==> src/sws_pkg.sv <==
// ----------------------------------------------------------------------------
// Sliding window stats package
// Widths, constants, sequencer states and control struct.
// ----------------------------------------------------------------------------
package sws_pkg;

	localparam int MAX_WINDOW = 16;
	localparam int IDX_W      = $clog2(MAX_WINDOW);
	localparam int CNT_W      = $clog2(MAX_WINDOW + 1);
	localparam int SAMPLE_W   = 16;
	localparam int SUM_W      = SAMPLE_W + IDX_W;
	localparam int DIFF_W     = SAMPLE_W + 1;
	localparam int PROD_W     = 2 * DIFF_W - 1;
	localparam int ROOT_W     = (2 * DIFF_W - 2 + IDX_W + 1) / 2;
	localparam int ACC_W      = 2 * ROOT_W;
	localparam int REM_W      = ROOT_W + 1;
	localparam int SUB_W      = REM_W + 2;
	localparam int SEQ_W      = $clog2(MAX_WINDOW + SUM_W + ROOT_W);
	localparam int DIV_STEPS  = SUM_W;
	localparam int ROOT_STEPS = ROOT_W;

	localparam int WINLEN_W   = 5;
	localparam int SLOT_W     = 4;
	localparam int SPREAD_W   = 15;
	localparam int OUT_BITS   = 2 * WINLEN_W + SLOT_W + 3 * SAMPLE_W + SPREAD_W;
	localparam int M_DATA_W   = ((OUT_BITS + 7) / 8) * 8;
	localparam int S_DATA_W   = SAMPLE_W;

	localparam int ADDR_W     = 3;
	localparam int PDATA_W    = 32;

	localparam logic [0:0]            REG_WINDOW_LENGTH = 1'b0;
	localparam logic [WINLEN_W-1:0]   WINLEN_RESET      = WINLEN_W'(MAX_WINDOW);
	localparam logic signed [SAMPLE_W-1:0] SAMPLE_MIN   = 16'sh8000;
	localparam logic signed [SAMPLE_W-1:0] SAMPLE_MAX   = 16'sh7FFF;
	localparam logic [SPREAD_W-1:0]   SPREAD_MAX        = 15'h7FFF;

	typedef enum logic [3:0] {
		ST_IDLE,
		ST_SCAN,
		ST_PREP,
		ST_DIV,
		ST_MEAN,
		ST_DEV,
		ST_DRAIN,
		ST_ROOT,
		ST_DONE
	} state_t;

	typedef struct packed {
		logic ready;
		logic init;
		logic scan;
		logic prep;
		logic div;
		logic mean;
		logic dev;
		logic root;
		logic load;
	} ctrl_t;

endpackage

==> src/sliding_window_stats_unit.sv <==
// ----------------------------------------------------------------------------
// Sliding window stats unit
// Ring of recent samples; per request reports fill, free space, next slot,
// truncated mean, max, min and root of summed squared deviations.
// ----------------------------------------------------------------------------
//  channel  | side   | payload
//  s_t*     | in     | tdata: sample
//  m_t*     | out    | tdata: fill_count .. spread_value
//  apb      | config | window_length at address 0
//
// From acceptance to the next ready, a request makes two passes of N entries
// over the ring's single read port, N being the fill count after the push, and
// takes 20 divide steps and 18 root steps on the shared subtractor.
// The result sits in an output register; a new request is taken while it waits,
// and the next result holds the sequencer in its last state until that drains.
// Reset sets window_length to 16 and empties the ring; no clearing pass.
module sliding_window_stats_unit (
	input  logic                               clk,
	input  logic                               arst_n,
	input  logic                               s_tvalid,
	output logic                               s_tready,
	input  logic [sws_pkg::S_DATA_W-1:0]       s_tdata,  // [15:0] sample
	output logic                               m_tvalid,
	input  logic                               m_tready,
	// [4:0] fill_count, [9:5] free_space, [13:10] next_slot, [29:14] mean_value,
	// [45:30] max_value, [61:46] min_value, [76:62] spread_value, rest zero
	output logic [sws_pkg::M_DATA_W-1:0]       m_tdata,
	input  logic                               psel,
	input  logic                               penable,
	input  logic                               pwrite,
	input  logic [sws_pkg::ADDR_W-1:0]         paddr,
	input  logic [sws_pkg::PDATA_W-1:0]        pwdata,
	output logic [sws_pkg::PDATA_W-1:0]        prdata,
	output logic                               pready
);
	import sws_pkg::*;

	ctrl_t                      ctrl;
	logic [IDX_W-1:0]           idx;
	logic                       push;
	logic                       cfg_we;
	logic                       reg_hit;
	logic                       out_free;
	logic signed [SAMPLE_W-1:0] rd_data;
	logic [WINLEN_W-1:0]        fill_count;
	logic [WINLEN_W-1:0]        free_space;
	logic [SLOT_W-1:0]          next_slot;
	logic [WINLEN_W-1:0]        win_len;
	logic signed [SAMPLE_W-1:0] mean_value;
	logic signed [SAMPLE_W-1:0] max_value;
	logic signed [SAMPLE_W-1:0] min_value;
	logic [SPREAD_W-1:0]        spread_value;
	logic                       m_tvalid_q;
	logic [M_DATA_W-1:0]        m_tdata_q;

	assign pready   = 1'b1;
	assign reg_hit  = (paddr[ADDR_W-1:2] == REG_WINDOW_LENGTH);
	assign cfg_we   = psel & penable & pwrite & pready & reg_hit;
	assign prdata   = reg_hit ? PDATA_W'(win_len) : '0;

	assign s_tready = ctrl.ready;
	assign push     = s_tvalid & ctrl.ready;
	assign out_free = !m_tvalid_q || m_tready;

	sws_ring u_ring (
		.clk        (clk),
		.arst_n     (arst_n),
		.cfg_we     (cfg_we),
		.cfg_len    (pwdata[WINLEN_W-1:0]),
		.push       (push),
		.sample     (s_tdata[SAMPLE_W-1:0]),
		.rd_idx     (idx),
		.rd_data    (rd_data),
		.fill_count (fill_count),
		.free_space (free_space),
		.next_slot  (next_slot),
		.win_len    (win_len)
	);

	sws_seq u_seq (
		.clk        (clk),
		.arst_n     (arst_n),
		.s_valid    (s_tvalid),
		.out_free   (out_free),
		.fill_count (fill_count),
		.ctrl       (ctrl),
		.idx        (idx)
	);

	sws_calc u_calc (
		.clk          (clk),
		.arst_n       (arst_n),
		.ctrl         (ctrl),
		.rd_data      (rd_data),
		.fill_count   (fill_count),
		.mean_value   (mean_value),
		.max_value    (max_value),
		.min_value    (min_value),
		.spread_value (spread_value)
	);

	always_ff @(posedge clk or negedge arst_n) begin
		if (!arst_n) begin
			m_tvalid_q <= 1'b0;
		end else if (ctrl.load) begin
			m_tvalid_q <= 1'b1;
		end else if (m_tready) begin
			m_tvalid_q <= 1'b0;
		end
	end

	always_ff @(posedge clk) begin
		if (ctrl.load) begin
			m_tdata_q <= M_DATA_W'({spread_value, min_value, max_value, mean_value,
			                        next_slot, free_space, fill_count});
		end
	end

	assign m_tvalid = m_tvalid_q;
	assign m_tdata  = m_tdata_q;

endmodule

==> src/sws_ring.sv <==
// ----------------------------------------------------------------------------
// Sample ring
// Ring store, write slot, fill count and window length register.
// ----------------------------------------------------------------------------
module sws_ring (
	input  logic                                   clk,
	input  logic                                   arst_n,
	input  logic                                   cfg_we,
	input  logic [sws_pkg::WINLEN_W-1:0]           cfg_len,
	input  logic                                   push,
	input  logic signed [sws_pkg::SAMPLE_W-1:0]    sample,
	input  logic [sws_pkg::IDX_W-1:0]              rd_idx,
	output logic signed [sws_pkg::SAMPLE_W-1:0]    rd_data,
	output logic [sws_pkg::WINLEN_W-1:0]           fill_count,
	output logic [sws_pkg::WINLEN_W-1:0]           free_space,
	output logic [sws_pkg::SLOT_W-1:0]             next_slot,
	output logic [sws_pkg::WINLEN_W-1:0]           win_len
);
	import sws_pkg::*;

	logic [WINLEN_W-1:0]        win_len_q;
	logic [SLOT_W-1:0]          slot_q;
	logic [WINLEN_W-1:0]        count_q;
	logic signed [SAMPLE_W-1:0] store_q [MAX_WINDOW];

	logic [WINLEN_W-1:0] len;
	logic [SLOT_W-1:0]   wr_slot;
	logic [WINLEN_W-1:0] slot_inc;
	logic [SLOT_W-1:0]   slot_d;
	logic [WINLEN_W-1:0] count_d;

	always_comb begin
		if (win_len_q == '0) begin
			len = WINLEN_W'(1);
		end else if (win_len_q > WINLEN_W'(MAX_WINDOW)) begin
			len = WINLEN_W'(MAX_WINDOW);
		end else begin
			len = win_len_q;
		end
		wr_slot  = (WINLEN_W'(slot_q) >= len) ? '0 : slot_q;
		slot_inc = WINLEN_W'(wr_slot) + WINLEN_W'(1);
		slot_d   = (slot_inc >= len) ? '0 : slot_inc[SLOT_W-1:0];
		count_d  = (count_q < len) ? count_q + WINLEN_W'(1) : len;
	end

	always_ff @(posedge clk or negedge arst_n) begin
		if (!arst_n) begin
			win_len_q <= WINLEN_RESET;
			slot_q    <= '0;
			count_q   <= '0;
		end else if (cfg_we) begin
			win_len_q <= cfg_len;
			slot_q    <= '0;
			count_q   <= '0;
		end else if (push) begin
			slot_q    <= slot_d;
			count_q   <= count_d;
		end
	end

	// entries below the fill count are always written after the last clear
	always_ff @(posedge clk) begin
		if (push) begin
			store_q[wr_slot[IDX_W-1:0]] <= sample;
		end
	end

	assign rd_data    = store_q[rd_idx];
	assign fill_count = count_q;
	assign free_space = len - count_q;
	assign next_slot  = slot_q;
	assign win_len    = win_len_q;

endmodule

==> src/sws_seq.sv <==
// ----------------------------------------------------------------------------
// Sequencer
// Steps the shared unit through scan, divide, deviation and root phases.
// ----------------------------------------------------------------------------
module sws_seq (
	input  logic                          clk,
	input  logic                          arst_n,
	input  logic                          s_valid,
	input  logic                          out_free,
	input  logic [sws_pkg::WINLEN_W-1:0]  fill_count,
	output sws_pkg::ctrl_t                ctrl,
	output logic [sws_pkg::IDX_W-1:0]     idx
);
	import sws_pkg::*;

	state_t           state_q, state_d;
	logic [SEQ_W-1:0] cnt_q, cnt_d;
	logic             last_entry;

	assign last_entry = (cnt_q == SEQ_W'(fill_count) - SEQ_W'(1));
	assign idx        = cnt_q[IDX_W-1:0];

	always_ff @(posedge clk or negedge arst_n) begin
		if (!arst_n) begin
			state_q <= ST_IDLE;
			cnt_q   <= '0;
		end else begin
			state_q <= state_d;
			cnt_q   <= cnt_d;
		end
	end

	always_comb begin
		state_d = state_q;
		cnt_d   = cnt_q;
		ctrl    = '0;
		unique case (state_q)
			ST_IDLE: begin
				ctrl.ready = 1'b1;
				if (s_valid) begin
					ctrl.init = 1'b1;
					state_d   = ST_SCAN;
					cnt_d     = '0;
				end
			end
			ST_SCAN: begin
				ctrl.scan = 1'b1;
				if (last_entry) begin
					state_d = ST_PREP;
					cnt_d   = '0;
				end else begin
					cnt_d = cnt_q + SEQ_W'(1);
				end
			end
			ST_PREP: begin
				ctrl.prep = 1'b1;
				state_d   = ST_DIV;
				cnt_d     = '0;
			end
			ST_DIV: begin
				ctrl.div = 1'b1;
				if (cnt_q == SEQ_W'(DIV_STEPS - 1)) begin
					state_d = ST_MEAN;
					cnt_d   = '0;
				end else begin
					cnt_d = cnt_q + SEQ_W'(1);
				end
			end
			ST_MEAN: begin
				ctrl.mean = 1'b1;
				state_d   = ST_DEV;
				cnt_d     = '0;
			end
			ST_DEV: begin
				ctrl.dev = 1'b1;
				if (last_entry) begin
					state_d = ST_DRAIN;
					cnt_d   = '0;
				end else begin
					cnt_d = cnt_q + SEQ_W'(1);
				end
			end
			ST_DRAIN: begin
				state_d = ST_ROOT;
				cnt_d   = '0;
			end
			ST_ROOT: begin
				ctrl.root = 1'b1;
				if (cnt_q == SEQ_W'(ROOT_STEPS - 1)) begin
					state_d = ST_DONE;
					cnt_d   = '0;
				end else begin
					cnt_d = cnt_q + SEQ_W'(1);
				end
			end
			ST_DONE: begin
				if (out_free) begin
					ctrl.load = 1'b1;
					state_d   = ST_IDLE;
				end
			end
			default: begin
				state_d = ST_IDLE;
				cnt_d   = '0;
			end
		endcase
	end

endmodule

==> src/sws_calc.sv <==
// ----------------------------------------------------------------------------
// Statistics datapath
// Sum, min and max scan, shared subtractor for restoring divide and
// square root, squared deviation multiply-accumulate.
// ----------------------------------------------------------------------------
module sws_calc (
	input  logic                                 clk,
	input  logic                                 arst_n,
	input  sws_pkg::ctrl_t                       ctrl,
	input  logic signed [sws_pkg::SAMPLE_W-1:0]  rd_data,
	input  logic [sws_pkg::WINLEN_W-1:0]         fill_count,
	output logic signed [sws_pkg::SAMPLE_W-1:0]  mean_value,
	output logic signed [sws_pkg::SAMPLE_W-1:0]  max_value,
	output logic signed [sws_pkg::SAMPLE_W-1:0]  min_value,
	output logic [sws_pkg::SPREAD_W-1:0]         spread_value
);
	import sws_pkg::*;

	logic signed [SUM_W-1:0]    sum_q;
	logic signed [SAMPLE_W-1:0] mx_q;
	logic signed [SAMPLE_W-1:0] mn_q;
	logic signed [SAMPLE_W-1:0] mean_q;
	logic [SUM_W-1:0]           dvd_q;
	logic                       neg_q;
	logic [REM_W-1:0]           rem_q;
	logic [ROOT_W-1:0]          root_q;
	logic [ACC_W-1:0]           acc_q;
	logic [PROD_W-1:0]          prod_s1;
	logic                       prod_v_s1;

	logic [SUB_W-1:0]             sub_a;
	logic [SUB_W-1:0]             sub_b;
	logic [SUB_W:0]               sub_d;
	logic                         borrow;
	logic signed [DIFF_W-1:0]     diff;
	logic signed [2*DIFF_W-1:0]   sq_full;

	// shared subtract/compare: divisor trial or root trial
	always_comb begin
		if (ctrl.div) begin
			sub_a = SUB_W'({rem_q[CNT_W-1:0], dvd_q[SUM_W-1]});
			sub_b = SUB_W'(fill_count);
		end else begin
			sub_a = {rem_q, acc_q[ACC_W-1 -: 2]};
			sub_b = SUB_W'({root_q, 2'b01});
		end
		sub_d  = {1'b0, sub_a} - {1'b0, sub_b};
		borrow = sub_d[SUB_W];
	end

	assign diff    = {rd_data[SAMPLE_W-1], rd_data} - {mean_q[SAMPLE_W-1], mean_q};
	assign sq_full = diff * diff;

	always_ff @(posedge clk or negedge arst_n) begin
		if (!arst_n) begin
			prod_v_s1 <= 1'b0;
		end else begin
			prod_v_s1 <= ctrl.dev;
		end
	end

	always_ff @(posedge clk) begin
		if (ctrl.init) begin
			sum_q <= '0;
			mx_q  <= SAMPLE_MIN;
			mn_q  <= SAMPLE_MAX;
		end
		if (ctrl.scan) begin
			sum_q <= sum_q + {{IDX_W{rd_data[SAMPLE_W-1]}}, rd_data};
			if (rd_data > mx_q) begin
				mx_q <= rd_data;
			end
			if (rd_data < mn_q) begin
				mn_q <= rd_data;
			end
		end

		if (ctrl.prep) begin
			neg_q <= sum_q[SUM_W-1];
			dvd_q <= sum_q[SUM_W-1] ? -sum_q : sum_q;
			rem_q <= '0;
		end else if (ctrl.div) begin
			rem_q <= REM_W'(borrow ? sub_a[CNT_W-1:0] : sub_d[CNT_W-1:0]);
			dvd_q <= {dvd_q[SUM_W-2:0], ~borrow};
		end else if (ctrl.mean) begin
			rem_q <= '0;
		end else if (ctrl.root) begin
			rem_q <= borrow ? sub_a[REM_W-1:0] : sub_d[REM_W-1:0];
		end

		if (ctrl.mean) begin
			mean_q <= neg_q ? SAMPLE_W'(-dvd_q) : SAMPLE_W'(dvd_q);
			root_q <= '0;
		end else if (ctrl.root) begin
			root_q <= {root_q[ROOT_W-2:0], ~borrow};
		end

		if (ctrl.dev) begin
			prod_s1 <= PROD_W'(sq_full);
		end

		if (ctrl.mean) begin
			acc_q <= '0;
		end else if (ctrl.root) begin
			acc_q <= {acc_q[ACC_W-3:0], 2'b00};
		end else if (prod_v_s1) begin
			acc_q <= acc_q + ACC_W'(prod_s1);
		end
	end

	assign mean_value   = mean_q;
	assign max_value    = mx_q;
	assign min_value    = mn_q;
	assign spread_value = (root_q[ROOT_W-1:SPREAD_W] != '0) ? SPREAD_MAX
	                                                       : root_q[SPREAD_W-1:0];

endmodule

==> config.mk <==
export PLATFORM = sky130hd
export DESIGN_NAME = sliding_window_stats_unit
export DESIGN_NICKNAME = d
export VERILOG_FILES = /design/src/sws_pkg.sv /design/src/sliding_window_stats_unit.sv /design/src/sws_ring.sv /design/src/sws_seq.sv /design/src/sws_calc.sv
export SDC_FILE = /design/constraint.sdc
export NUM_CORES = 2
export LEC_CHECK = 0
export BUFFER_PORTS_ARGS = -buffer_cell sky130_fd_sc_hd__buf_2
export CORE_MARGIN = 1
export CORE_UTILIZATION = 60
export CTS_BUF_LIST = sky130_fd_sc_hd__clkbuf_4
export CTS_CLUSTER_DIAMETER = 50
export DETAILED_ROUTE_END_ITERATION = 16
export GPL_ROUTABILITY_DRIVEN = 0
export HOLD_SLACK_MARGIN = 0.02
export PLACE_DENSITY = 0.77
export RECOVER_POWER = 100
export SYNTH_ARGS = -nofsm -noshare
export SYNTH_HDL_FRONTEND = slang
export SYNTH_SLANG_ARGS = --single-unit
==> constraint.sdc <==
create_clock -name clk -period 29.7 [get_ports clk]
set_input_delay 5.94 -clock clk [delete_from_list [all_inputs] [get_ports clk]]
set_output_delay 5.94 -clock clk [all_outputs]
set_load 0.005 [all_outputs]
# ---- After elaboration in Yosys (flattened, before gate mapping)
# Memory sizes are Yosys's and may differ from the RTL's.
# Cells that the tools add are included.
dict set report op_classes {
  magnitude_cmp 6
  addsub 11
  n_mux 57
  eq_ne 17
  div_mod_pow 0
  reduce_logical 15
  mul 1
  shifts 0
  bitwise 7
}
# op count
set ops {}
lappend ops {{20-bit two-way mux} 6}
lappend ops {{16-bit two-way mux} 7}
lappend ops {{19-bit two-way mux} 4}
lappend ops {{36-bit two-way mux} 2}
lappend ops {{4-bit two-way mux} 10}
lappend ops {{36-bit by 33-bit adder with 36-bit output} 1}
lappend ops {{4-bit one-hot mux with 9 select lines} 1}
lappend ops {{5-bit two-way mux} 7}
lappend ops {{17-bit by 17-bit multiplier with 33-bit output} 1}
lappend ops {{6-bit one-hot mux with 5 select lines} 1}
lappend ops {{6-bit two-way mux} 4}
lappend ops {{21-bit by 20-bit subtractor with 22-bit output} 1}
lappend ops {{21-bit two-way mux} 1}
lappend ops {{20-bit adder} 1}
lappend ops {{20-bit negator} 1}
lappend ops {{16-bit by 16-bit subtractor with 17-bit output} 1}
lappend ops {{4-bit by 3-bit equality test with 1-bit output (second input constant)} 4}
lappend ops {{16-bit greater-than comparator} 1}
lappend ops {{16-bit < comparator} 1}
lappend ops {{16-bit negator} 1}
lappend ops {{1-bit two-way mux} 13}
lappend ops {{6-bit by 5-bit equality test with 1-bit output (second input constant)} 2}
lappend ops {{2-bit nonzero test} 5}
lappend ops {{4-bit by 2-bit equality test with 1-bit output (second input constant)} 2}
lappend ops {{other kinds (25)} 36}
dict set report totals {
  mem_count 1
  latch_bits 0
  out_inout_bits 115
  ram_bits 256
  ff_bits 298
  elab_cells 135
  input_bits 58
  romBits 0
}
# memory words width rd rd_clocked_by_memory_dff wr line
set memory_table {}
lappend memory_table {u_ring.store_q 16 16 1 0 1 sws_ring.sv:24} ;# logic signed [SAMPLE_W-1:0] store_q [MAX_WINDOW];

# ---- Depth between registers and ports, before layout
dict set report depth {
  ltp_word 10
  mapped_depth 40
  mapped_depth_nobuf 37
}

# ---- Cells and area by module
# Synthesis repeated with hierarchy kept, for this count alone.
dict set report unflattened {
  cells_unflattened 3205
  hier_area_um2 37014.2
}
# module area_per_inst_um2 cells_per_inst instances seq_area_each_um2
set modules_own_cells {}
lappend modules_own_cells {sws_calc 22439.0 2470 1 4799.6}
lappend modules_own_cells {sws_ring 11104.4 516 1 8039.0}
lappend modules_own_cells {sliding_window_stats_unit 2650.0 120 1 2337.2}
lappend modules_own_cells {sws_seq 820.8 99 1 250.2}

# ---- Least setup slack after synthesis
# Ideal clock, no wire load.
dict set report synth_timing {
  kind {in2out}
  from {input port paddr[2] in the netlist's numbering}
  to {output port prdata[0] in the netlist's numbering}
  arrival_time_ps 6055
  setup_slack_ps 17705
  path_buffers 0
  stages 1
  path_cell_list {nor2b_1}
}
dict set report synth_via {
  elab_chain_cells 1
}
# element line
set synth_rtl {}
lappend synth_rtl {{start, declared} sliding_window_stats_unit.sv:31} ;# input logic [sws_pkg::ADDR_W-1:0] paddr,
lappend synth_rtl {{5-bit two-way mux} sliding_window_stats_unit.sv:59} ;# assign prdata = reg_hit ? PDATA_W'(win_len) : '0;
lappend synth_rtl {{end, declared} sliding_window_stats_unit.sv:33} ;# output logic [sws_pkg::PDATA_W-1:0] prdata,
# No other way between the ends.

# ---- Worst setup path in the final report
dict set report layout_timing {
  from {register u_seq.cnt_q[1]}
  to {register u_calc.prod_s1[31] (data pin)}
}
dict set report layout_via {
  elab_chain_cells 3
}
# element line
set layout_rtl {}
lappend layout_rtl {{start, declared} sws_seq.sv:17} ;# logic [SEQ_W-1:0] cnt_q, cnt_d;
lappend layout_rtl {{start signal, assigned} sws_seq.sv:29} ;# cnt_q <= cnt_d;
lappend layout_rtl {{memory read 16 x 16 bit} n/a}
lappend layout_rtl {{16-bit by 16-bit subtractor with 17-bit output} sws_calc.sv:51} ;# assign diff = {rd_data[SAMPLE_W-1], rd_data} - {mean_q[SAMPLE_W-1], mean_q};
lappend layout_rtl {{17-bit by 17-bit multiplier with 33-bit output} sws_calc.sv:52} ;# assign sq_full = diff * diff;
lappend layout_rtl {{net u_calc.sq_full[31]} sws_calc.sv:36} ;# logic signed [2*DIFF_W-1:0] sq_full;
lappend layout_rtl {{end signal, assigned} sws_calc.sv:99} ;# prod_s1 <= PROD_W'(sq_full);
lappend layout_rtl {{end, declared} sws_calc.sv:28} ;# logic [PROD_W-1:0] prod_s1;
# The timed path passes the listed nets, and every way through them passes these cells.
# A chain may end at the register's enable or synchronous reset.

==> flow_summary.json <==
{
  "status": "finished, violations left",
  "violations": "capacitance limit, slew limit",
  "synth.distinct_cells": 95,
  "fin_skew_ns": 0.0643,
  "die_x_um": 249,
  "slowest_delay_ns": 2.78,
  "synth_top_flop_cell": "edfxtp_1",
  "core_area_sq_mm": 0.0604,
  "reg2reg_to": "u_calc.prod_s1[31]",
  "ys_async_sr_fraction_pct": 4.70,
  "synth.most_common_cell": "inv_1",
  "postRouteAntennaNets": 0,
  "cts_setup_buffers": 0,
  "ys_ff_latch": 553,
  "num_rows": 90,
  "yosys_warnings": 0,
  "end_kind": "register",
  "synth_area_sq_mm": 0.0367,
  "grt_max_degree": 78,
  "crit_required_ns": 30.40,
  "relSlewSlack_pct": -190,
  "root_buffer": "clkbuf_4",
  "rsz0062_at_grt": "no",
  "drc": 0,
  "dieArea_sq_mm": 0.0621,
  "postSynthCellCount": 3243,
  "fill_cells": 4528,
  "ys_top_cells_by_count": "inv_1 (456), edfxtp_1 (422), nand2_1 (293), fa_1 (268), nor2_1 (232)",
  "ys_top_cells_by_area": "edfxtp_1 (35%), fa_1 (15%), ha_1 (7.5%), dfxtp_1 (5.7%), mux4_2 (4.8%)",
  "cts_hold_buffers": 0,
  "cts.htree.levels": 4,
  "worst_setup_path_start_kind": "register",
  "finalCriticalPeriod_ns": 14.37,
  "path_clk_slew_ns": 0.08,
  "initial_core_util_pct": 60.8,
  "final-hold-violation-count": 0,
  "avgSynthCellArea_sq_um": 11.3,
  "drtPass1Iterations": 6,
  "grt_pass1_wl_um": 136000,
  "cts_buffers": 140,
  "die_y_um": 249,
  "worstPathArrival_ns": 15.07,
  "multiInputGateArea_sq_mm": 0.0189,
  "min-delay-start": "u_calc.max_value[11]",
  "register_area_sq_mm": 0.0154,
  "setup_violations": 0,
  "r2r_slack_ns": 15.33,
  "cts.sinks": 553,
  "vias_per_cell": 5.89,
  "hold_end": "m_tdata[41]",
  "cp_max_fo": 63,
  "ys_seq_area_share_pct": 42.0,
  "grt_overflow": 0,
  "final-max-slew-violation-count": 370,
  "grt_usage_pct": 28.1,
  "yosys.area.top_type": "edfxtp_1",
  "clk_latency_ns": 0.98,
  "drt-initial-drc-count": 1956,
  "vias": 25466,
  "synth_edf_count": 422,
  "fin_nets": 3976,
  "hold_depth": 0,
  "finalSetupTns_ns": 0,
  "routed_wl_um": 86100,
  "fin_crit_sh_pct": 48.4,
  "critPathTopFamily": "buffers and inverters",
  "max_freq_ghz": 0.0696,
  "crit_buf_inv": 8,
  "crit_path_top_delay_cell": "clkbuf_1",
  "r2r-start": "u_seq.cnt_q[1]",
  "r2r_cells": 34,
  "drive_gt1_share_pct": 11.9,
  "critPathKind": "register to register",
  "cts_buffer_depth": 3,
  "grt_pass1_vias": 26470,
  "ios": 173,
  "io_buffers": 112,
  "synth_top_area_share_pct": 34.5,
  "tightest_slew_ns": 4.35,
  "cts_resized": 0,
  "cap_viol_max_count": 10,
  "area_delta_synth_final_pct": 7.94,
  "hpwl_um": 61300,
  "routedWlPerCell_um": 19.9,
  "antenna_found_initial": 5,
  "cts_tree": "built",
  "hold_path.class": "register to register"
}
[layout make-up]
class	count	area share, %
Clock inverter	50	0.916
Tap cell	782	2.47
Multi-Input combinational cell	2114	47.6
Sequential cell	553	39.0
Timing Repair Buffer	156	1.80
Antenna cell	3	0.0190
Clock buffer	200	3.79
Inverter	464	4.40
[sequential cells by signal, summed over array words and instances, names as in the netlist, 5 cells and up]
signal and cells:
u_seq.cnt_q 6, u_ring.win_len 5, u_calc.sum_q 20, u_calc.min_value 16, u_calc.mean_value 16, u_calc.prod_s1 32
u_calc.rem_q 19, u_ring.store_q 256, u_calc.dvd_q 20, u_calc.max_value 16, u_calc.root_q 18, u_calc.acc_q 36
m_tdata 77, u_ring.fill_count 5
[layer usage]
metal | GRT usage, % | part of all wire, %
met5 | 0 | 0.039
met4 | 12.8 | 3.5
met3 | 4.88 | 7.3
met2 | 47.9 | 50
met1 | 34.9 | 39
[layout by cell type, fill, tap and decap left out, drive strengths merged, types with 43 or more instances in the layout]
cell,n
clkinv,43
mux4,79
inv,464
nand3,46
dfxtp,105
nor2,232
ha,221
buf,68
clkbuf,288
xor2,54
edfxtp,422
nor3,46
a21oi,141
o21ai,129
xnor2,103
nand2,293
fa,268
[worst max path at each step]
stage,to,slack (ns),cells past startpoint,from
after floorplan,prdata[0],17.71,1,paddr[2]
after global placement,prdata[3],17.46,3,paddr[2]
after detailed placement,prdata[1],17.45,3,paddr[2]
after CTS,prdata[1],17.41,3,paddr[2]
after global routing,u_calc.prod_s1[31],14.79,35,u_seq.cnt_q[1]
final,u_calc.prod_s1[31],15.33,34,u_seq.cnt_q[1]
[kinds of logic after synthesis]
family,count (synthesis),synth area share (%)
AND/OR/NAND/NOR,794,9.93
buffers and inverters,605,6.75
flip-flops,553,42.0
AO/OA/AOI/OAI,511,8.95
adder cells (fa/ha/maj),489,22.2
XOR/XNOR,157,3.77
multiplexers,132,6.38
other,2,0.0205
[stage by stage]
| step | setup WS (ns) | util [%] | instances | instance area [sq um] | hold WS [ns] |
|---|---|---|---|---|---|
| after floorplan | 17.71 | - | 3272 | 36800 | 0.408 |
| after global placement | 17.46 | 63.0 | 4069 | 38000 | 0.417 |
| after detailed placement | 17.45 | 63.0 | 4069 | 38000 | 0.423 |
| after CTS | 17.41 | 66.1 | 4319 | 39900 | 0.438 |
| after global routing | 14.79 | 65.6 | 4320 | 39600 | 0.444 |
| final | 15.33 | 65.6 | 4322 | 39600 | 0.441 |
Power is left out: the tool's default activity adds up to more than one toggle a clock period on the data nets, which glitch-free logic cannot reach.
